### config.mk
export PLATFORM = sky130hd
export DESIGN_NAME = turnout_coil_pulse_driver
export DESIGN_NICKNAME = d
export VERILOG_FILES = /design/src/tcpd_pkg.sv /design/src/tcpd_skid.sv /design/src/turnout_coil_pulse_driver.sv
export VERILOG_INCLUDE_DIRS = /design/src /design/src/src
export SDC_FILE = /design/constraint.sdc
export NUM_CORES = 1
export LEC_CHECK = 0
export ABC_AREA = 1
export BUFFER_PORTS_ARGS = -buffer_cell sky130_fd_sc_hd__buf_4
export CAP_MARGIN = 10
export CORE_MARGIN = 1.5
export CORE_UTILIZATION = 50
export DETAILED_ROUTE_END_ITERATION = 6
export PLACE_DENSITY_LB_ADDON = 0.3
export SYNTH_ARGS = -nofsm -noshare
export SYNTH_HDL_FRONTEND = slang
export SYNTH_SLANG_ARGS = --single-unit
### constraint.sdc
create_clock -name clk_i -period 3.6 [get_ports clk_i]
set_input_delay 0.18 -clock clk_i [delete_from_list [all_inputs] [get_ports clk_i]]
set_output_delay 0.18 -clock clk_i [all_outputs]
set_load 0.05 [all_outputs]
### src/turnout_coil_pulse_driver_assert.svh
// Assertion macros shared by the turnout coil pulse driver modules.
// Expects clk_i and rst_ni in the scope of use; no other dependencies.
`ifndef TURNOUT_COIL_PULSE_DRIVER_ASSERT_SVH
`define TURNOUT_COIL_PULSE_DRIVER_ASSERT_SVH
`ifndef NO_ASSERTIONS
// Check a property on every clock, masked while reset is asserted
`define TCPD_ASSERT(lbl, prop, msg) \
  lbl: assert property (@(posedge clk_i) disable iff (!rst_ni) (prop)) else $error(msg);
// Check a property on every clock, reset included
`define TCPD_ASSERT_ALWAYS(lbl, prop, msg) \
  lbl: assert property (@(posedge clk_i) (prop)) else $error(msg);
`else
`define TCPD_ASSERT(lbl, prop, msg)
`define TCPD_ASSERT_ALWAYS(lbl, prop, msg)
`endif
`endif

### src/tcpd_pkg.sv
// Package for the turnout coil pulse driver: word types, constants, codes.
// No dependencies.
package tcpd_pkg;

  localparam int unsigned AddrW    = 9;
  localparam int unsigned CoilW    = 3;
  localparam int unsigned TurnoutW = 2;
  localparam int unsigned PulseW   = 8;
  localparam int unsigned NumPairs = 4;
  localparam int unsigned NumCoils = 8;
  localparam int unsigned CfgIdxW  = 3;
  localparam int unsigned CfgDataW = 9;

  localparam logic [AddrW-1:0] BroadcastAddr = 9'd511;
  localparam logic [CoilW-1:0] EstopCoil     = 3'd3;

  // Item kinds
  typedef enum logic [1:0] {
    ACT_PACKET = 2'd0,
    ACT_BUTTON = 2'd1,
    ACT_TICK   = 2'd2
  } tcpd_action_e;

  // Configuration register indexes
  typedef enum logic [CfgIdxW-1:0] {
    CFG_OWN_ADDRESS  = 3'd0,
    CFG_PULSE_TIME_0 = 3'd1,
    CFG_PULSE_TIME_1 = 3'd2,
    CFG_PULSE_TIME_2 = 3'd3,
    CFG_PULSE_TIME_3 = 3'd4
  } tcpd_cfg_e;

  typedef struct packed {
    logic [1:0]          action;
    logic [AddrW-1:0]    packet_address;
    logic [CoilW-1:0]    coil_index;
    logic                turn_on;
    logic [TurnoutW-1:0] button_turnout;
  } tcpd_in_t;

  typedef struct packed {
    logic [NumCoils-1:0] output_levels;
    logic                confirm_flash;
  } tcpd_out_t;

endpackage

### src/tcpd_skid.sv
// Two-entry output buffer (result register plus skid register) for result words.
// Depends on tcpd_pkg and turnout_coil_pulse_driver_assert.svh.
`include "turnout_coil_pulse_driver_assert.svh"

module tcpd_skid import tcpd_pkg::*; (
  input  logic      clk_i,
  input  logic      rst_ni,
  input  logic      push_valid_i,
  output logic      push_stall_o,
  input  tcpd_out_t push_word_i,
  output logic      out_valid_o,
  input  logic      out_stall_i,
  output tcpd_out_t out_word_o
);

  logic      out_valid_q, out_valid_d;
  logic      skid_valid_q, skid_valid_d;
  tcpd_out_t out_word_q, out_word_d;
  tcpd_out_t skid_word_q, skid_word_d;
  logic      push, take;

  // Stall only once the skid register holds a word
  assign push_stall_o = skid_valid_q;
  assign push = push_valid_i & ~skid_valid_q;
  assign take = out_valid_q & ~out_stall_i;

  // Advance words: skid feeds the result register before any new push
  always_comb begin
    out_valid_d  = out_valid_q;
    skid_valid_d = skid_valid_q;
    out_word_d   = out_word_q;
    skid_word_d  = skid_word_q;
    if (push) begin
      if (!out_valid_q || take) begin
        out_word_d  = push_word_i;
        out_valid_d = 1'b1;
      end else begin
        skid_word_d  = push_word_i;
        skid_valid_d = 1'b1;
      end
    end else if (take) begin
      if (skid_valid_q) begin
        out_word_d   = skid_word_q;
        skid_valid_d = 1'b0;
      end else begin
        out_valid_d = 1'b0;
      end
    end
  end

  always_ff @(posedge clk_i or negedge rst_ni) begin
    if (!rst_ni) begin
      out_valid_q  <= 1'b0;
      skid_valid_q <= 1'b0;
    end else begin
      out_valid_q  <= out_valid_d;
      skid_valid_q <= skid_valid_d;
    end
  end

  always_ff @(posedge clk_i) begin
    out_word_q  <= out_word_d;
    skid_word_q <= skid_word_d;
  end

  assign out_valid_o = out_valid_q;
  assign out_word_o  = out_word_q;

  `TCPD_ASSERT_ALWAYS(a_skid_behind_out, !skid_valid_q || out_valid_q, "skid word without result word")
  `TCPD_ASSERT(a_skid_held, skid_valid_q && out_stall_i |=> skid_valid_q, "skid word lost while stalled")

endmodule

### src/turnout_coil_pulse_driver.sv
// Turnout coil pulse driver: one result word per input word, registered in the output buffer on acceptance.
// Throughput is one word per cycle while the buffer raises no stall; the state update sets the figure,
// and a two-entry output buffer keeps taking words while one result waits.
// Stall rises only when both output entries are full.
// Asynchronous active-low reset clears coil levels, pulse counters, turnout
// positions, configuration registers and the output buffer.
`include "turnout_coil_pulse_driver_assert.svh"

module turnout_coil_pulse_driver import tcpd_pkg::*; (
  input  logic                clk_i,
  input  logic                rst_ni,
  input  logic                in_valid_i,
  output logic                in_stall_o,
  input  tcpd_in_t            in_word_i,
  output logic                out_valid_o,
  input  logic                out_stall_i,
  output tcpd_out_t           out_word_o,
  input  logic                cfg_we_i,
  input  logic [CfgIdxW-1:0]  cfg_index_i,
  input  logic [CfgDataW-1:0] cfg_data_i
);

  logic [AddrW-1:0]    own_addr_q;
  logic [PulseW-1:0]   pulse_time_q [NumPairs];
  logic [NumCoils-1:0] levels_q, levels_d;
  logic [PulseW-1:0]   cnt_q [NumPairs];
  logic [PulseW-1:0]   cnt_d [NumPairs];
  logic [NumPairs-1:0] pos_q, pos_d;

  logic                in_acc;
  logic                pos_tgl;
  logic [AddrW-1:0]    cmd_addr;
  logic [CoilW-1:0]    cmd_coil;
  logic [1:0]          cmd_pair;
  logic                cmd_hit, cmd_estop;
  logic                flash, estop;
  tcpd_out_t           res_word;
  logic                buf_stall;

  assign in_acc     = in_valid_i & ~buf_stall;
  assign in_stall_o = buf_stall;

  // Hold configuration registers
  always_ff @(posedge clk_i or negedge rst_ni) begin
    if (!rst_ni) begin
      own_addr_q <= '0;
      for (int p = 0; p < NumPairs; p++) begin
        pulse_time_q[p] <= '0;
      end
    end else if (cfg_we_i) begin
      case (cfg_index_i)
        CFG_OWN_ADDRESS:  own_addr_q      <= cfg_data_i[AddrW-1:0];
        CFG_PULSE_TIME_0: pulse_time_q[0] <= cfg_data_i[PulseW-1:0];
        CFG_PULSE_TIME_1: pulse_time_q[1] <= cfg_data_i[PulseW-1:0];
        CFG_PULSE_TIME_2: pulse_time_q[2] <= cfg_data_i[PulseW-1:0];
        CFG_PULSE_TIME_3: pulse_time_q[3] <= cfg_data_i[PulseW-1:0];
        default: ;
      endcase
    end
  end

  // Resolve the command: a button press acts as a packet to our own address
  always_comb begin
    pos_tgl = in_word_i.turn_on ? ~pos_q[in_word_i.button_turnout]
                                : pos_q[in_word_i.button_turnout];
    if (in_word_i.action == ACT_BUTTON) begin
      cmd_addr = own_addr_q;
      cmd_coil = {in_word_i.button_turnout, pos_tgl};
    end else begin
      cmd_addr = in_word_i.packet_address;
      cmd_coil = in_word_i.coil_index;
    end
    cmd_pair  = cmd_coil[2:1];
    cmd_hit   = (cmd_addr == own_addr_q) || (cmd_addr == BroadcastAddr);
    cmd_estop = (cmd_addr == BroadcastAddr) && (cmd_coil == EstopCoil);
  end

  // Compute next coil levels, counters and positions
  always_comb begin
    levels_d = levels_q;
    cnt_d    = cnt_q;
    pos_d    = pos_q;
    flash    = 1'b0;
    estop    = 1'b0;
    case (in_word_i.action)
      ACT_PACKET, ACT_BUTTON: begin
        if (in_word_i.action == ACT_BUTTON) begin
          pos_d[in_word_i.button_turnout] = pos_tgl;
        end
        if (cmd_hit) begin
          if (cmd_estop) begin
            levels_d = '0;
            for (int p = 0; p < NumPairs; p++) begin
              cnt_d[p] = '0;
            end
            flash = 1'b1;
            estop = 1'b1;
          end else if (in_word_i.turn_on) begin
            levels_d[cmd_coil ^ 3'd1] = 1'b0;
            levels_d[cmd_coil]        = 1'b1;
            cnt_d[cmd_pair]           = pulse_time_q[cmd_pair];
            flash                     = 1'b1;
          end else if (pulse_time_q[cmd_pair] == '0) begin
            levels_d[cmd_coil] = 1'b0;
            flash              = 1'b1;
          end
        end
      end
      ACT_TICK: begin
        // Count down running pulses; drop the pair when one runs out
        for (int p = 0; p < NumPairs; p++) begin
          if (cnt_q[p] != '0) begin
            cnt_d[p] = cnt_q[p] - 8'd1;
            if (cnt_q[p] == 8'd1) begin
              levels_d[2*p +: 2] = 2'b00;
            end
          end
        end
      end
      default: ;
    endcase
  end

  // Hold state, update on each accepted word
  always_ff @(posedge clk_i or negedge rst_ni) begin
    if (!rst_ni) begin
      levels_q <= '0;
      pos_q    <= '0;
      for (int p = 0; p < NumPairs; p++) begin
        cnt_q[p] <= '0;
      end
    end else if (in_acc) begin
      levels_q <= levels_d;
      pos_q    <= pos_d;
      cnt_q    <= cnt_d;
    end
  end

  assign res_word.output_levels = levels_d;
  assign res_word.confirm_flash = flash;

  tcpd_skid u_skid (
    .clk_i        (clk_i),
    .rst_ni       (rst_ni),
    .push_valid_i (in_valid_i),
    .push_stall_o (buf_stall),
    .push_word_i  (res_word),
    .out_valid_o  (out_valid_o),
    .out_stall_i  (out_stall_i),
    .out_word_o   (out_word_o)
  );

  `TCPD_ASSERT_ALWAYS(a_pair_exclusive, ((levels_q & (levels_q >> 1)) & 8'h55) == 8'h00, "both coils of a pair on")
  `TCPD_ASSERT(a_estop_clears, in_acc && estop |=> levels_q == 8'h00, "outputs on after emergency stop")

endmodule

---- Word level (Yosys, flattened, before mapping) ----
Cells that the tools add are included.
word-level totals
  input port bits ......................... 34
  output and inout port bits .............. 11
  register bits after elaboration ......... 105
cells by class
  bitwise operators ....................... 13
  add/subtract/negate cells ............... 4
  muxes and demuxes ....................... 55
  equal/unequal tests ..................... 22
  order comparisons ....................... 8
  reduce and logical (&&, ||, !) cells .... 33
operators with widths
  kind                                                 count
  2-to-1 mux 32 bit                                    3
  2-to-1 mux 8 bit                                     11
  case mux 32 bit (2 select lines)                     1
  2-to-1 mux 9 bit                                     5
  bitwise mux 32 bit                                   1
  equality test 8 x 1 -> 1 bit, second input constant  4
  nonzero test 8 bit                                   4
  subtractor 8 x 1 -> 8 bit, second input constant     4
  AND reduction 5 bit                                  4
  2-to-1 mux 1 bit                                     17
  AND 8 bit                                            2
  binary-select mux 8 bit (select 2 bit)               1
  demux 8 bit (select 2 bit)                           1
  2-to-1 mux 2 bit                                     8
  inverter 8 bit                                       2
  case mux 8 bit (2 select lines)                      1
  != test 2 bit, second input constant                 7
  AND reduction 2 bit                                  7
  equality test 3 x 2 -> 1 bit, second input constant  3
  equality test 9 bit                                  1
  equality test 9 bit, second input constant           1
  AND reduction 3 bit                                  3
  logical NOT 8 bit                                    1
  < comparator 3 x 4 -> 1 bit, second input constant   2
  other kinds (27)                                     41

---- Logic depth before layout (Yosys ltp) ----
Gate-level depths: netlist (run 1).
  word-level depth ........................ 19
  mapped depth ............................ 20
  gate-level depth less buffers ........... 19

---- By module ----
A second synthesis (run 1) with hierarchy kept.
unflattened totals
  cells, all modules ...................... 880
  area total of the unflattened synthesis .. 6,510.0 um2
by module, submodules not included
  module                     cells each  area an instance (um2)  times used
  turnout_coil_pulse_driver  817         5,738.0                 1
  tcpd_skid                  63          772.0                   1

---- Least setup slack after synthesis (run 1) ----
OpenSTA, ideal clock, no wires.
  kind .................................... register to register
  start ................................... register u_skid.skid_valid_q (netlist: u_skid.push_stall_o)
  end ..................................... register u_skid.out_word_q, in the netlist u_skid.out_word_o[0] (enable)
  cell stages (with the launch flop) ...... 8
  path buffers ............................ 1
  setup slack ............................. 1.451 ns
  data arrival time ....................... 1.771 ns
  required time ........................... 3.222 ns
  library setup time ...................... 0.378 ns
  cell sequence ........................... dfrtp_1 -> inv_1 -> nand2_1 -> inv_1 -> clkbuf_1 -> nand2_1 -> a22oi_1 -> a21oi_1
between the ends
  longest elaborated chain between the ends .. 4
RTL lines
  element                                                                 RTL line         source
  start, declared                                                         tcpd_skid.sv:17  logic skid_valid_q, skid_valid_d;
  start signal, assigned                                                  tcpd_skid.sv:57  skid_valid_q <= skid_valid_d;
  inverter 1 bit                                                          tcpd_skid.sv:24  assign push = push_valid_i & ~skid_valid_q;
  AND 1 bit                                                               tcpd_skid.sv:24
  != test 2 x 1 -> 1 bit (no line) or nonzero test 2 bit (tied branches)  -
  AND reduction 3 bit (no line) (*)                                       -
  end signal, assigned                                                    tcpd_skid.sv:62  out_word_q <= out_word_d;
  end, declared                                                           tcpd_skid.sv:18  tcpd_out_t out_word_q, out_word_d;
Every way passes the cells marked *; elsewhere a longest branch is shown, timed or not.
A chain may end at the register's enable or synchronous reset.

---- Worst setup path in the final report (run 1) ----
  start ................................... input port in_word_i[16] in the netlist's numbering
  end ..................................... register cnt_q[4] in the netlist's numbering
between the ends
  longest elaborated chain between the ends .. 12
RTL lines
  element                                                                                                 RTL line                                                          source
  start, declared                                                                                         turnout_coil_pulse_driver.sv:14                                   input tcpd_in_t in_word_i,
  equality test 2 x 1 -> 1 bit                                                                            turnout_coil_pulse_driver.sv:66, turnout_coil_pulse_driver.sv:85
  2-to-1 mux 3 bit                                                                                        turnout_coil_pulse_driver.sv:66                                   if (in_word_i.action == ACT_BUTTON) begin
  inverter 2 -> 3 bit (not written as such)                                                               turnout_coil_pulse_driver.sv:101                                  cnt_d[cmd_pair] = pulse_time_q[cmd_pair];
  greater-or-equal comparator 3 bit (not written as such) or < comparator 3 x 1 -> 1 bit (tied branches)  turnout_coil_pulse_driver.sv:101
  logical AND 1 bit (not written as such)                                                                 turnout_coil_pulse_driver.sv:101
  2-to-1 mux 8 bit (not written as such)                                                                  turnout_coil_pulse_driver.sv:101
  demux 8 bit (select 2 bit)                                                                              turnout_coil_pulse_driver.sv:101
  bitwise mux 32 bit                                                                                      turnout_coil_pulse_driver.sv:101
  2-to-1 mux 32 bit                                                                                       turnout_coil_pulse_driver.sv:98                                   end else if (in_word_i.turn_on) begin
  2-to-1 mux 32 bit                                                                                       turnout_coil_pulse_driver.sv:91                                   if (cmd_estop) begin
  2-to-1 mux 32 bit                                                                                       turnout_coil_pulse_driver.sv:90                                   if (cmd_hit) begin
  case mux 32 bit (2 select lines)                                                                        turnout_coil_pulse_driver.sv:85                                   case (in_word_i.action)
  end signal, assigned                                                                                    turnout_coil_pulse_driver.sv:135                                  cnt_q <= cnt_d;
  end, declared                                                                                           turnout_coil_pulse_driver.sv:26                                   logic [PulseW-1:0] cnt_q [NumPairs];
Several ways; a longest one is shown, not always the timed one. The select of a mux whose other input is x is not followed.

==> results of run 1 <==
critical path: cells and delay by family:
family        cells  cell delay, ns
simple gates     13            1.93
buf+inv           4            0.65
stage by stage:
step	hold WS [ns]	std cells	cell area, um^2	util [%]	total power, W
2_1_floorplan	-0.1156	889	6417	-	0.001657
3_3_place_gp	0.3575	1079	6793	54.05	0.001783
3_5_place_dp	0.3528	1079	6793	54.05	0.001792
4_1_cts	0.04735	1095	7076	56.30	0.002716
5_1_grt	0.05445	1095	7076	56.30	0.002840
6_report	0.05492	1095	7076	56.30	0.002694
routing by layer:
layer / share of wire, % / GRT usage (%) / vias to the layer above
met2: 46 / 38.43 / 130
met3: 4.3 / 4.203 / 22
met5: 0 / 0 / -
met4: 2.1 / 8.455 / 0
met1: 48 / 33.01 / 2587
li1: - / - / 2923
power groups by stage:
| stage | Clock (W) | Combinational, W | Sequential, W |
|---|---|---|---|
| final | 0.000921 | 0.000416 | 0.00136 |
| after CTS | 0.000944 | 0.000418 | 0.00135 |
| after floorplan | 0 | 0.000303 | 0.00135 |
| after global placement | 0 | 0.000409 | 0.00137 |
| after detailed placement | 0 | 0.000415 | 0.00138 |
| after global routing | 0.000993 | 0.000481 | 0.00137 |
cell families (layout without fill, tap and decap cells):
family                   Yosys count  in the layout  synth area share, %
AO/OA/AOI/OAI                    137            137                11.07
XOR/XNOR                          12             12                1.638
adder cells (fa/ha/maj)            8              8                1.560
buffers and inverters            115            149                8.130
flip-flops                       105            105                42.35
multiplexers                       1              1               0.1755
AND/OR/NAND/NOR                  511            511                35.08
area by class of cell:
type	count	area (um^2)
fillers	1213	5493
multi-input cells	669	3181
flip-flops and latches	105	2718
repair buffers	49	370.4
inverters	85	319.1
clock buffers	11	242.7
well taps	172	215.2
clock inverters	4	30.03
cells in the mapped netlist (3+ instances only):
library cell | count | share of area, %
a21oi_1 | 8 | 0.62
buf_2 | 3 | 0.23
buf_4 | 3 | 0.35
buf_6 | 10 | 1.8
clkbuf_1 | 13 | 0.76
dfrtp_1 | 87 | 34
edfxtp_1 | 18 | 8.4
ha_1 | 8 | 1.6
inv_1 | 79 | 4.6
inv_2 | 5 | 0.29
nand2_1 | 318 | 19
nand2_2 | 10 | 0.97
nand2_4 | 7 | 1.2
nand3_1 | 77 | 6.0
nand3b_1 | 4 | 0.47
nand4_1 | 8 | 0.78
nor2_1 | 56 | 3.3
nor2_4 | 5 | 0.88
nor3_1 | 12 | 0.94
nor4_1 | 4 | 0.39
o21ai_0 | 103 | 8.0
o21ai_1 | 15 | 1.2
o22ai_1 | 4 | 0.39
or2_2 | 3 | 0.29
xnor2_1 | 6 | 0.82
xor2_1 | 6 | 0.82
worst min path at each step:
| stage | slack [ns] | cells after the start | startpoint | to |
|---|---|---|---|---|
| after floorplan | -0.12 | 0 | rst_ni | cnt_q[0] |
| after global placement | 0.36 | 1 | rst_ni | cnt_q[21] |
| after detailed placement | 0.35 | 1 | rst_ni | cnt_q[22] |
| after CTS | 0.05 | 2 | cfg_data_i[8] | own_addr_q[8] |
| after global routing | 0.05 | 2 | cfg_data_i[8] | own_addr_q[8] |
| final | 0.05 | 2 | cfg_data_i[8] | own_addr_q[8] |
sequential cells by signal, summed over array words and instances (netlist names):
name	cells
u_skid.out_valid_o	1
pulse_time_q	32
levels_q	8
u_skid.push_stall_o	1
own_addr_q	9
pos_q	4
u_skid.skid_word_q	9
u_skid.out_word_o	9
cnt_q	32
==> reports/metrics.yaml, run 1 <==
status: "finished, final reports clean"
max_cap_violations: 0
power.density_mw_per_mm2: 380.7
globalplace.congestion: 0.8951
cp_common_cell: "nand2_1"
synth_seq_area_share_pct: 42.35
cts_buffers: 9
postCtsSetupBuffers: 0
yosys_warnings: 0
rsz0062_at_grt: "false"
synth_ff_type: "dfrtp_1"
first_iter_violations: 417
io_pins: 45
io_buffer_count: 44
seqPwrFrac_pct: 50.3
layout.nets: 961
insertion_delay_ns: 0.36
period_share_pct: 70.67
die_h_um: 116.3
share_comb_of_total_power_pct: 15.5
cts_resized: 0
fin_skew_ns: 0.01019
grt_pass1_wl_mm: 25.36
clock-sinks: 105
synth_seq_cells: 105
final_cell_mix: "nand2_1, o21ai_0, dfrtp_1"
routedWlPerCell_um: 13.47
vias: 5662
clockRootBuffer: "clkbuf_16"
slew_violations: 0
syn_area_mm2: 0.006417
cp_slowest_cell: "nor2_1"
synthArstFlopShare_pct: 82.86
p_leak_nw: 3.629
drive_above_1_share_pct: 11.16
fin_tns_setup_ns: 0
final.min_clock_period_ns: 2.544
r2r-start: "pos_q[1]"
synth.avg_cell_area_um2: 7.219
required_ns: 3.84
timing.final.ws_setup_ns: 1.056
place_hpwl_mm: 11.05
arrival_ns: 2.78
hold_viol_final: 0
grt_pass1_vias: 5221
fmax_mhz: 393.0
crit_end: "cnt_q[4]"
p_int_w: 0.001921
start_kind: "primary input"
reg2reg_to: "cnt_q[4]"
track_usage_pct: 24.00
vias_per_cell: 5.171
path_class: "in2reg"
worst_pin_slew_ns: 0.8818
rows: 41
die_w_um: 116.3
layout_commonest_cell: "nand2_1"
dr.pass1.iters: 7
power.switching_w: 0.0007722
p_sw_share_pct: 28.67
pwr-share-clk_pct: 34.2
drtAntennaViolNets: 0
synthesis.instances: 889
hp-class: "in2reg"
slowest_delay_ns: 0.39
synth_cell_types: 40
wl_mm: 14.76
cp-startpoint: "in_word_i[16]"
grt_overflow: 0
clkTransAtPathRegs_ns: 0.07
syn_to_final_growth_pct: 10.26
max_slew_margin_pct: 41.22
core-area_mm2: 0.01257
antenna_cells: 0
ctsHtreeMaxLevel: 3
cts_tree: "built"
dieArea_mm2: 0.01352
antenna_found_initial: 0
r2r_cells: 18
path_cells: "buf_4 > inv_2 > nand2_4 > nand2_2 > nand2_2 > nor2_1 > nand2_1 > inv_2 > nand2_4 > nand2_1 > nand2_1 > nand2_2 > nand2_4 > nor2_4 > inv_1 > nand2_1 > nand2_1"
cts_max_path_buffers: 2
grt_max_degree: 68
cts-hold-fix-buffers: 1
pre_cts_slack_ns: 0.7218
finalSetupViolations: 0
cp_max_fo: 30
synth_edf_count: 18
initial_utilization_pct: 51.06
drc: 0
rrSetupSlack_ns: 1.25
syn-num-nets: 931
vdd_drop_max_uv: 331.9
crit_path_end_kind: "flip-flop"
No activity file was read; power rests on OpenSTA's default activity.
==> inputs of run 2 (changes only) <==
- clock period: 3.6 -> 2.19 ns (I/O delays scaled with it)
==> reports/metrics.yaml, run 2 (synthesized netlist as in run 1, its figures left out) <==
dieArea_mm2: 0.01352  # unchanged
reg2reg_to: "cnt_q[29]"
worst-path-stages: 18  # +1
drive_above_1_share_pct: 17.96  # +6.8 points
first_iter_violations: 393  # -5.8%
crit_family: "simple AND/OR/NAND/NOR gates"
cts_tree: "built"
track_usage_pct: 24.61  # +0.61 points
dr.pass1.iters: 5  # -2
die_w_um: 116.3  # unchanged
cts_buffers: 9  # unchanged
core-area_mm2: 0.01257  # unchanged
fill_cells: 1148  # -5.4%
final_cells: 1152  # +5.2%
drtAntennaViolNets: 0  # unchanged
vdd_drop_max_uv: 718.3  # +120%
final_area_mm2: 0.007665  # +8.3%
cp-startpoint: "pos_q[1]"
drc: 0  # unchanged
power.density_mw_per_mm2: 612.6  # +61%
crit_end: "cnt_q[29]"
grt_pass1_vias: 5403  # +3.5%
wl_mm: 15.69  # +6.3%
place_hpwl_mm: 11.34  # +2.6%
finalSetupViolations: 0  # unchanged
max_cap_violations: 0  # unchanged
routedWlPerCell_um: 13.62  # +1.0%
layout.nets: 1017  # +5.8%
vias: 5916  # +4.5%
rows: 41  # unchanged
insertion_delay_ns: 0.36  # about the same
path_cells: "nand2_1 > o21ai_1 > nand2_1 > nand2_2 > nand2_2 > nand3_1 > nand2_2 > nand2_4 > inv_4 > nand2_4 > nand2_2 > nand2_2 > nand2_4 > nand2_8 > nor2_4 > buf_6 > nand2_1 > nand2_1"
slew_violations: 0  # unchanged
final.min_clock_period_ns: 2.065
grt_pass1_wl_mm: 25.93  # +2.3%
grt_max_degree: 40  # -41%
fmax_mhz: 484.4
start_kind: "flip-flop"
period_share_pct: 94.27
pre_cts_slack_ns: -0.1596  # -0.8814 ns
antenna_found_initial: 0  # unchanged
arrival_ns: 2.36  # -0.42 ns
cp_slowest_cell: "dfrtp_1"
vias_per_cell: 5.135  # -0.68%
clkTransAtPathRegs_ns: 0.07  # about the same
final_cell_mix: "nand2_1, o21ai_0, buf_4"
worst_pin_slew_ns: 0.7856  # -0.09616 ns
clockRootBuffer: "clkbuf_16"
status: "finished, final reports clean"
max_slew_margin_pct: 47.63  # +6.4 points
crit_path_end_kind: "flip-flop"
die_h_um: 116.3  # unchanged
syn_to_final_growth_pct: 19.44
layout_commonest_cell: "nand2_1"
io_buffer_count: 44  # unchanged
clock-sinks: 105  # unchanged
required_ns: 2.49  # -1.35 ns
hp-class: "in2reg"
r2r_cells: 18  # unchanged
cp_max_fo: 7  # -77%
dp.cells: 1125  # +4.3%
placedInstanceArea_mm2: 0.007188  # +5.8%
critPathBufInv: 2  # -2
cts_max_path_buffers: 2  # unchanged
slowest_delay_ns: 0.39  # about the same
globalplace.congestion: 0.8822  # -1.4%
grt_overflow: 0  # unchanged
io_pins: 45  # unchanged
rrSetupSlack_ns: 0.13  # -1.12 ns
ctsHtreeMaxLevel: 3  # unchanged
fin_skew_ns: 0.006618  # -0.003572 ns
r2r-start: "pos_q[1]"
path_class: "reg2reg"
cp_common_cell: "nand2_2"
hold_viol_final: 0  # unchanged
reg_top3: "cnt_q (32), pulse_time_q (32)"
p_leak_nw: 3.919  # +8.0%
timing.final.ws_setup_ns: 0.1254  # -0.9303 ns
initial_utilization_pct: 51.06  # unchanged
antenna_cells: 0  # unchanged
-- run 2: cell count changes in the layout (fill, tap and decap cells not counted), sizes merged, moves of 2 or more --
cell         change
buf             +51
clkbuf           -2
dlygate4sd3      +2
nor2             +2
-- run 2: repair_timing --
action                     CTS  global route
buffers inserted             0             5
gates resized for setup      0            27
setup endpoints to repair    0            40
hold buffers                 3             0
hold endpoints to repair    38             0
-- run 2: stage by stage --
stage | TNS [ns] | total power [W] | util (%) | hold slack, ns
6_report | 0 | 0.004695 | 60.99 | 0.07942
5_1_grt | -0.02573 | 0.004915 | 60.99 | 0.09033
4_1_cts | 0 | 0.004682 | 59.85 | 0.07352
3_5_place_dp | -2.854 | 0.003027 | 57.19 | 0.1175
3_3_place_gp | -1.344 | 0.003015 | 57.19 | 0.1195
2_1_floorplan | 0 | 0.002724 | - | -0.1861
-- run 2: worst min path at each step --
stage / slack, ns / depth (start not counted) / startpoint / end
5_1_grt: 0.09 / 3 / cfg_data_i[0] / pulse_time_q[16]
3_3_place_gp: 0.12 / 1 / rst_ni / cnt_q[19]
2_1_floorplan: -0.19 / 0 / rst_ni / cnt_q[0]
6_report: 0.08 / 3 / cfg_data_i[0] / pulse_time_q[0]
3_5_place_dp: 0.12 / 1 / rst_ni / cnt_q[18]
4_1_cts: 0.07 / 3 / cfg_data_i[0] / pulse_time_q[0]
-- run 2: layout make-up --
class | count | area (um^2) | share of cell area, %
clock buffers | 9 | 225.2 | 2.938
clock inverters | 7 | 78.83 | 1.028
repair buffers | 102 | 827.0 | 10.79
well taps | 172 | 215.2 | 2.808
multi-input cells | 672 | 3277 | 42.75
inverters | 85 | 324.1 | 4.228
flip-flops and latches | 105 | 2718 | 35.46
-- run 2: layer usage --
| layer | share of wire, % | vias up | track usage [%] | wire length [um] |
|---|---|---|---|---|
| met5 | 0 | - | 0 | 0 |
| met4 | 2.0 | 0 | 8.618 | 313 |
| met3 | 5.0 | 24 | 5.086 | 788 |
| met2 | 48 | 152 | 40.12 | 7479 |
| met1 | 45 | 2694 | 32.77 | 7105 |
| li1 | - | 3046 | - | - |
-- run 2: worst register-to-register path, cell delays in order, from the launching register on --
cell	delay [ns]
dfrtp_1	0.39
nand2_1	0.07
o21ai_1	0.06
nand2_1	0.13
nand2_2	0.08
nand2_2	0.06
nand3_1	0.08
nand2_2	0.11
nand2_4	0.06
inv_4	0.10
nand2_4	0.08
nand2_2	0.10
nand2_2	0.06
nand2_4	0.08
nand2_8	0.09
nor2_4	0.20
buf_6	0.15
nand2_1	0.05
nand2_1	0.06
-- run 2: report_power, final --
part | switching [W] | leakage (nW) | internal [W]
sequential | 0.000103 | 1.24 | 0.00212
clock | 0.000760 | 0.144 | 0.000896
combinational | 0.000498 | 2.54 | 0.000316
==> inputs of run 3 (changes only) <==
- CORE_UTILIZATION: 50 -> 55
==> reports/metrics.yaml, run 3 (synthesized netlist as in run 1, its figures left out) <==
finalSetupViolations: 0  # unchanged
final_cell_mix: "nand2_1, o21ai_0, buf_4"
cp_max_fo: 6  # -1
final.min_clock_period_ns: 2.123  # +0.05801 ns
hp-class: "in2reg"
crit_path_end_kind: "flip-flop"
io_buffer_count: 44  # unchanged
wl_mm: 15.69  # unchanged
placedInstanceArea_mm2: 0.007174  # -0.19%
cts_max_path_buffers: 2  # unchanged
fill_cells: 1016  # -11%
ctsHtreeMaxLevel: 3  # unchanged
initial_utilization_pct: 56.20  # +5.1 points
drive_above_1_share_pct: 17.35  # -0.61 points
grt_pass1_wl_mm: 26.18  # +0.96%
clkTransAtPathRegs_ns: 0.07  # about the same
period_share_pct: 96.92  # +2.6 points
grt_overflow: 0  # unchanged
cts_buffers: 9  # unchanged
met3_length_um: 801  # +1.6%
cts_tree: "built"
worst_pin_slew_ns: 0.5267  # -0.2589 ns
die_w_um: 111.0  # -4.5%
place_hpwl_mm: 11.59  # +2.2%
hold_viol_final: 0  # unchanged
clockRootBuffer: "clkbuf_16"
die_h_um: 111.0  # -4.5%
drtAntennaViolNets: 0  # unchanged
required_ns: 2.42  # -0.07 ns
fin_skew_ns: 0.008114  # +0.001496 ns
final_area_mm2: 0.007604  # -0.80%
start_kind: "flip-flop"
layout_commonest_cell: "nand2_1"
dieArea_mm2: 0.01233  # -8.9%
track_usage_pct: 26.33  # +1.7 points
cp-startpoint: "pos_q[3]"
dr.pass1.iters: 5  # unchanged
p_leak_nw: 3.937  # +0.45%
fin_tns_setup_ns: 0  # unchanged
slew_violations: 0  # unchanged
max_slew_margin_pct: 64.89  # +17 points
routedWlPerCell_um: 13.97  # +2.6%
insertion_delay_ns: 0.35  # about the same
top_layer: "met4"
status: "finished, final reports clean"
rows: 39  # -4.9%
path_class: "reg2reg"
vias_per_cell: 5.287  # +2.9%
min_from: "cfg_data_i[1]"
grt_pass1_vias: 5470  # +1.2%
core-area_mm2: 0.01142  # -9.1%
antenna_cells: 0  # unchanged
syn_to_final_growth_pct: 18.48
io_pins: 45  # unchanged
max_cap_violations: 0  # unchanged
wl_met2_mm: 7.389  # -1.2%
vias: 5937  # +0.35%
globalplace.congestion: 0.9105  # +3.2%
r2r-start: "pos_q[3]"
fmax_mhz: 471.1  # -2.7%
wl_met1_mm: 7.228  # +1.7%
drc: 0  # unchanged
clock-sinks: 105  # unchanged
antenna_found_initial: 0  # unchanged
layout.nets: 1018  # +0.098%
arrival_ns: 2.35  # about the same
reg_top3: "cnt_q (32), pulse_time_q (32)"
vdd_drop_max_uv: 710.5  # -1.1%
first_iter_violations: 431  # +9.7%
grt_max_degree: 48  # +20%
power.density_mw_per_mm2: 613.3  # +0.11%
rsz0062_at_grt: "true"
## run 3: stage by stage
step | total power, W | worst slack [ns] | std cells | util (%) | hold WS (ns)
after floorplan | 0.002724 | 0.04078 | 889 | - | -0.1861
after global placement | 0.003022 | -0.07972 | 1099 | 62.83 | -0.01859
after detailed placement | 0.003039 | -0.1160 | 1099 | 62.83 | -0.01353
after CTS | 0.004680 | 0.09963 | 1117 | 65.67 | 0.1015
after global routing | 0.004896 | -0.04728 | 1123 | 66.59 | 0.1197
final | 0.004663 | 0.06743 | 1123 | 66.59 | 0.1030
## run 3: critical path: stages, from the launching register on
cell and delay, ns:
dfrtp_1 0.38, nand2_1 0.06, o21ai_1 0.07, nand2_1 0.15
nand2_2 0.08, nand2_2 0.08, nand3_2 0.07, nand2_2 0.09
nand2_2 0.07, inv_4 0.10, nand2_4 0.08, nand2_2 0.09
nand2_2 0.05, nand2_2 0.07, nand2_4 0.10, nor2_4 0.24
buf_4 0.15, o21ai_0 0.07
## run 3: layout make-up
type | count | area [um^2] | area share, %
Inverter | 85 | 324.1 | 4.262
Clock buffer | 11 | 242.7 | 3.192
Clock inverter | 4 | 51.30 | 0.6747
Tap cell | 143 | 178.9 | 2.353
Timing Repair Buffer | 105 | 857.1 | 11.27
Sequential cell | 105 | 2718 | 35.74
Multi-Input combinational cell | 670 | 3232 | 42.50
## run 3: repair_timing
action / CTS / global route
gates resized for setup: 0 / 21
endpoints found under the setup margin: 0 / 46
setup buffers: 0 / 5
endpoints found under the hold margin: 60 / 0
hold buffers: 3 / 0
## run 3: worst paths after layout
kind                                  endpoint  slack [ns]  cells past startpoint
max                                  cnt_q[24]        0.07                     17
min                           pulse_time_q[25]        0.10                      3
max reg2reg                          cnt_q[24]        0.07                     17
min reg2reg                          cnt_q[23]        0.48                      2
max in group asynchronous     pulse_time_q[13]        1.37                      3
min in group asynchronous  u_skid.push_stall_o        0.15                      2
## run 3: power breakdown
| part | leakage [nW] | total (W) | internal, W | switching, W |
|---|---|---|---|---|
| clock | 0.146 | 0.00163 | 0.000915 | 0.000716 |
| sequential | 1.24 | 0.00223 | 0.00212 | 0.000106 |
| combinational | 2.55 | 0.000803 | 0.000316 | 0.000486 |
## run 3: layer usage
metal | GRT usage [%] | vias to the layer above
met4 | 8.017 | 0
li1 | - | 3052
met2 | 42.47 | 166
met3 | 4.593 | 21
met5 | 0 | -
met1 | 36.61 | 2698
